## config.mk

```make
export PLATFORM = sky130hd
export DESIGN_NAME = ght_cfg_regs
export DESIGN_NICKNAME = d
export VERILOG_FILES = /design/src/rtl/core/ght_pkg.sv /design/src/rtl/core/ght_cfg_regs.sv
export SDC_FILE = /design/constraint.sdc
export NUM_CORES = 1
export LEC_CHECK = 0
export BUFFER_PORTS_ARGS = -buffer_cell sky130_fd_sc_hd__buf_2
export CORE_UTILIZATION = 50
export CTS_CLUSTER_SIZE = 8
export DETAILED_ROUTE_END_ITERATION = 10
export PLACE_DENSITY = 0.79
export SKIP_LAST_GASP = 1
export SYNTH_ARGS = -nofsm -noshare
export SYNTH_HDL_FRONTEND = slang
export SYNTH_SLANG_ARGS = --single-unit
```

## constraint.sdc

```tcl
create_clock -name clk -period 1.3 [get_ports clk]
set_input_delay 0.195 -clock clk [delete_from_list [all_inputs] [get_ports clk]]
set_output_delay 0.195 -clock clk [all_outputs]
set_load 0.03 [all_outputs]
```

## src/rtl/core/ght_pkg.sv

```systemverilog
// Shared types, constants and helpers for the generational handle table.
// No dependencies; used by every module in rtl/core.
`timescale 1ns / 1ps
`default_nettype none
package ght_pkg;

  localparam int ENTITY_SLOTS_DEF    = 256;
  localparam int COMPONENT_SLOTS_DEF = 16;
  localparam int SYSTEM_SLOTS_DEF    = 4;
  localparam int ID_BITS  = 24;
  localparam int GEN_BITS = 8;
  localparam int NUM_CFG  = 6;

  typedef enum logic [2:0] {
    REQ_CREATE  = 3'd0,
    REQ_DESTROY = 3'd1,
    REQ_ATTACH  = 3'd2,
    REQ_DETACH  = 3'd3,
    REQ_QUERY   = 3'd4,
    REQ_CLEAR   = 3'd5,
    REQ_RSVD6   = 3'd6,
    REQ_RSVD7   = 3'd7
  } req_type_t;

  typedef enum logic [2:0] {
    ST_OK      = 3'd0,
    ST_INVALID = 3'd1,
    ST_ALREADY = 3'd2,
    ST_FULL    = 3'd3,
    ST_BADCOMP = 3'd4
  } status_t;

  localparam logic [2:0] CFG_NUM_COMP = 3'd0;
  localparam logic [2:0] CFG_NUM_SYS  = 3'd1;
  localparam logic [2:0] CFG_SIG0     = 3'd2;
  localparam logic [2:0] CFG_SIG1     = 3'd3;
  localparam logic [2:0] CFG_SIG2     = 3'd4;
  localparam logic [2:0] CFG_SIG3     = 3'd5;

  typedef struct packed {
    logic [2:0]  req_type;
    logic [31:0] handle;
    logic [4:0]  comp_kind;
  } req_t;

  typedef struct packed {
    logic [2:0]  status;
    logic [31:0] out_handle;
    logic [7:0]  dense_index;
    logic        has_bit;
    logic [3:0]  system_mask;
    logic [8:0]  live_count;
  } rsp_t;

  typedef struct packed {
    logic [4:0]  num_components;
    logic [2:0]  num_systems;
    logic [63:0] sigs;
  } cfg_t;

  // System match over a 32-bit (zero-extended) signature.
  function automatic logic [3:0] match_mask(input cfg_t c, input logic [31:0] sig,
                                            input logic [2:0] nslots);
    logic [3:0]  m;
    logic [2:0]  n;
    logic [15:0] s;
    m = '0;
    n = (c.num_systems < nslots) ? c.num_systems : nslots;
    for (int i = 0; i < 4; i++) begin
      s = c.sigs[i*16 +: 16];
      if ((3'(i) < n) && ((sig[15:0] & s) == s)) m[i] = 1'b1;
    end
    return m;
  endfunction

endpackage
`default_nettype wire

```

## src/rtl/core/ght_cfg_regs.sv

```systemverilog
// Configuration register file for the handle table.
// Depends on ght_pkg.
`timescale 1ns / 1ps
`default_nettype none
module ght_cfg_regs (
  input  wire logic          clk,
  input  wire logic          rst,
  input  wire logic          cfg_valid,
  input  wire logic [2:0]    cfg_index,
  input  wire logic [15:0]   cfg_data,
  output ght_pkg::cfg_t      cfg
);
  always_ff @(posedge clk) begin
    if (rst) begin
      cfg.num_components <= 5'd16;
      cfg.num_systems    <= 3'd0;
      cfg.sigs           <= '0;
    end else if (cfg_valid) begin
      unique case (cfg_index)
        ght_pkg::CFG_NUM_COMP: cfg.num_components <= cfg_data[4:0];
        ght_pkg::CFG_NUM_SYS:  cfg.num_systems    <= cfg_data[2:0];
        ght_pkg::CFG_SIG0:     cfg.sigs[15:0]     <= cfg_data;
        ght_pkg::CFG_SIG1:     cfg.sigs[31:16]    <= cfg_data;
        ght_pkg::CFG_SIG2:     cfg.sigs[47:32]    <= cfg_data;
        ght_pkg::CFG_SIG3:     cfg.sigs[63:48]    <= cfg_data;
        default: ;
      endcase
    end
  end
endmodule
`default_nettype wire

```

==> flow_metrics.env <==
export IMPL_cp_top_family="flip-flops"
export IMPL_fin_nets=379
export IMPL_slowest_delay_ns=0.36
export IMPL_cts_hold_buf=0
export IMPL_crit_path_end_kind="output port"
export IMPL_multiInputGateArea_um2=1350
export IMPL_hold_ws_ns=0.142
export IMPL_synth_edf_count=0
export IMPL_crit_buf_inv=1
export IMPL_numCtsBuffers=9
export IMPL_gpl_final_weighted_congestion=0.744
export IMPL_finClkSkew_ns=0
export IMPL_rsz0062_at_grt="false"
export IMPL_grt_pass1_wl_mm=9.68
export IMPL_tritoncts="built"
export IMPL_die_h_um=77.8
export IMPL_hold_start="cfg_data[4]"
export IMPL_overflow=0
export IMPL_syn_inst=258
export IMPL_clk_latency_ns=0.34
export IMPL_ys_seq_area_frac=0.502
export IMPL_dp_cells=418
export IMPL_post_cts_resized=0
export IMPL_fill_cells=443
export IMPL_highest_layer="met4"
export IMPL_drive_above_1_share=0.331
export IMPL_coreArea_um2=5510
export IMPL_yosysMostFrequentCell="nand2b_1"
export IMPL_hold_viol_final=0
export IMPL_hold_class="in2reg"
export IMPL_synthXorXnorAreaFrac=0
export IMPL_tightest_slew_ns=0.318
export IMPL_biggestRegsByFlops="cfg (72)"
export IMPL_wl_met3_um=412
export IMPL_wl_met1_mm=2.77
export IMPL_slew_viol_final=0
export IMPL_largest_register_ffs=72
export IMPL_critical_path_class="reg2out"
export IMPL_r2r_setup_slack_ns=0.67
export IMPL_synth_commonest_cells="87 x nand2b_1, 72 x dfxtp_1, 72 x mux2i_1"
export IMPL_drt_iter0_drc=95
export IMPL_dieArea_um2=6060
export IMPL_synth_fa_ha_area_frac=0
export IMPL_synth_top_family_by_area="multiplexers"
export IMPL_path_cells="buf_2"
export IMPL_start_util=0.522
export IMPL_crit_arrival_ns=0.91
export IMPL_route_detailed_drc=0
export IMPL_antenna_found_initial=0
export IMPL_ios=94
export IMPL_die_w_um=77.8
export IMPL_grt_max_degree=53
export IMPL_firstDrtPassIters=4
export IMPL_hold_end="cfg[71]$_SDFFE_PP1P_"
export IMPL_r2r_start="cfg[0]$_SDFFE_PP0P_"
export IMPL_max_freq_ghz=0.906
export IMPL_drt_wl_total_mm=6.07
export IMPL_regArea_um2=1440
export IMPL_clockBufferDepth=2
export IMPL_crit_path_top_delay_cell="dfxtp_1"
export IMPL_slew_headroom=0.788
export IMPL_rows=27
export IMPL_setup_ws_ns=0.196
export IMPL_period_minus_slack_ns=1.10
export IMPL_synth_top_cells_by_area="dfxtp_1 50%, mux2i_1 25%, nand2b_1 19%, clkbuf_1 1.2%, nand4bb_1 1.2%"
export IMPL_max_vdd_ir_drop_uv=736
export IMPL_clkSinkCount=72
export IMPL_ant_nets=0
export IMPL_synth_top_area_share=0.502
export IMPL_power_density_nw_per_um2=1180
export IMPL_cts_root_buf="clkbuf_8"
export IMPL_ys_seq_elements=72
export IMPL_setup_tns_ns=0
export IMPL_muxShareOfSynthArea=0.251
export IMPL_cts_htree_levels=3
export IMPL_ys_types=12
export IMPL_required_ns=1.11
export IMPL_largest_register="cfg"
export IMPL_synth_async_sr_flop_share=0
export IMPL_drv_cap=0
export IMPL_syn_num_nets=280
export IMPL_routed_wl_met2_mm=2.77
export IMPL_fin_cells=434
export IMPL_synth_flop_cell="dfxtp_1"
export IMPL_antenna_cells=0
export IMPL_area_growth_syn_to_layout_pct=27.4
export IMPL_yosysTopAreaCell="dfxtp_1"
export IMPL_netlist_area_um2=2870
export IMPL_finalCritPeriodShare=0.849
export IMPL_track_usage=0.211
export IMPL_wire_per_inst_um=14.0
export IMPL_setup_viol=0
export IMPL_hpwl_mm=4.20
export IMPL_post_cts_buffers=0
export IMPL_place_ws_ns=0.00241
export IMPL_startpoint_type="register"
export IMPL_num_vias=2161
export IMPL_cp_max_fo=2
export IMPL_clk_pin_slew_ns=0.08
export IMPL_yosysWarnings=0
export IMPL_port_buffers=93
export IMPL_reg2regPathDepth=2
export IMPL_vias_per_cell=4.98
export IMPL_grt_pass1_vias=1957
export IMPL_synthSimpleGateAreaFrac=0.220
export IMPL_rr_endpoint="cfg[0]$_SDFFE_PP0P_"
export IMPL_hold_depth=3
export IMPL_outcome="finished, final reports clean"
export IMPL_synth_compound_gate_area_share=0
export IMPL_p_leak_nw=1.94
export IMPL_syn_avg_cell_area_um2=11.1
cell families after synthesis:
kind of cell           after synthesis
multiplexers                        72
flip-flops                          72
AND/OR/NAND/NOR                     97
buffers and inverters               17
cell usage in the layout, fill, tap and decap left out, drive strengths merged:
master	n
and4b	1
dfxtp	72
nor2	2
nor4bb	1
or4b	1
nand2b	87
clkinvlp	2
mux2i	72
buf	105
clkbuf	12
nand4b	2
nand4bb	3
clkinv	2
routing by layer:
metal	vias up	GRT usage
met2	66	0.327
li1	1060	-
met1	1024	0.265
met3	11	0.0612
met4	0	0.108
met5	-	0
per-stage QoR:
step	area, um^2	utilization	total power [W]
detailed placement	3480	0.632	0.00276
global placement	3480	0.632	0.00275
CTS	3660	0.665	0.00436
finish	3660	0.665	0.00433
global route	3660	0.665	0.00451
floorplan	2870	-	0.00260
power breakdown:
| group | leakage [nW] | total, W | switching, W | internal [W] |
|---|---|---|---|---|
| Combinational | 1.27 | 0.000429 | 0.000250 | 0.000179 |
| Clock | 0.0886 | 0.00162 | 0.000821 | 0.000798 |
| Sequential | 0.583 | 0.00228 | 0.0000248 | 0.00225 |
| Total | 1.94 | 0.00433 | 0.00110 | 0.00323 |
area by class of cell:
class	instances	share of cell area
Multi-Input combinational cell	169	0.370
Tap cell	72	0.0246
Clock buffer	12	0.0424
Timing Repair Buffer	105	0.162
Clock inverter	4	0.00786
Sequential cell	72	0.394
worst max-delay path by stage:
stage	endpoint	cells after the start	slack, ns	from
6_report	cfg[0]	1	0.20	cfg[0]$_SDFFE_PP0P_
5_1_grt	cfg[0]	1	0.15	cfg[0]$_SDFFE_PP0P_
3_5_place_dp	cfg[71]$_SDFFE_PP1P_	3	0.002	cfg_index[1]
2_1_floorplan	cfg[67]$_SDFFE_PP0P_	3	0.21	cfg_index[1]
4_1_cts	cfg[0]	1	0.17	cfg[0]$_SDFFE_PP0P_
3_3_place_gp	cfg[68]$_SDFFE_PP0P_	3	0.01	cfg_index[1]
No activity file was read; power rests on OpenSTA's default activity.
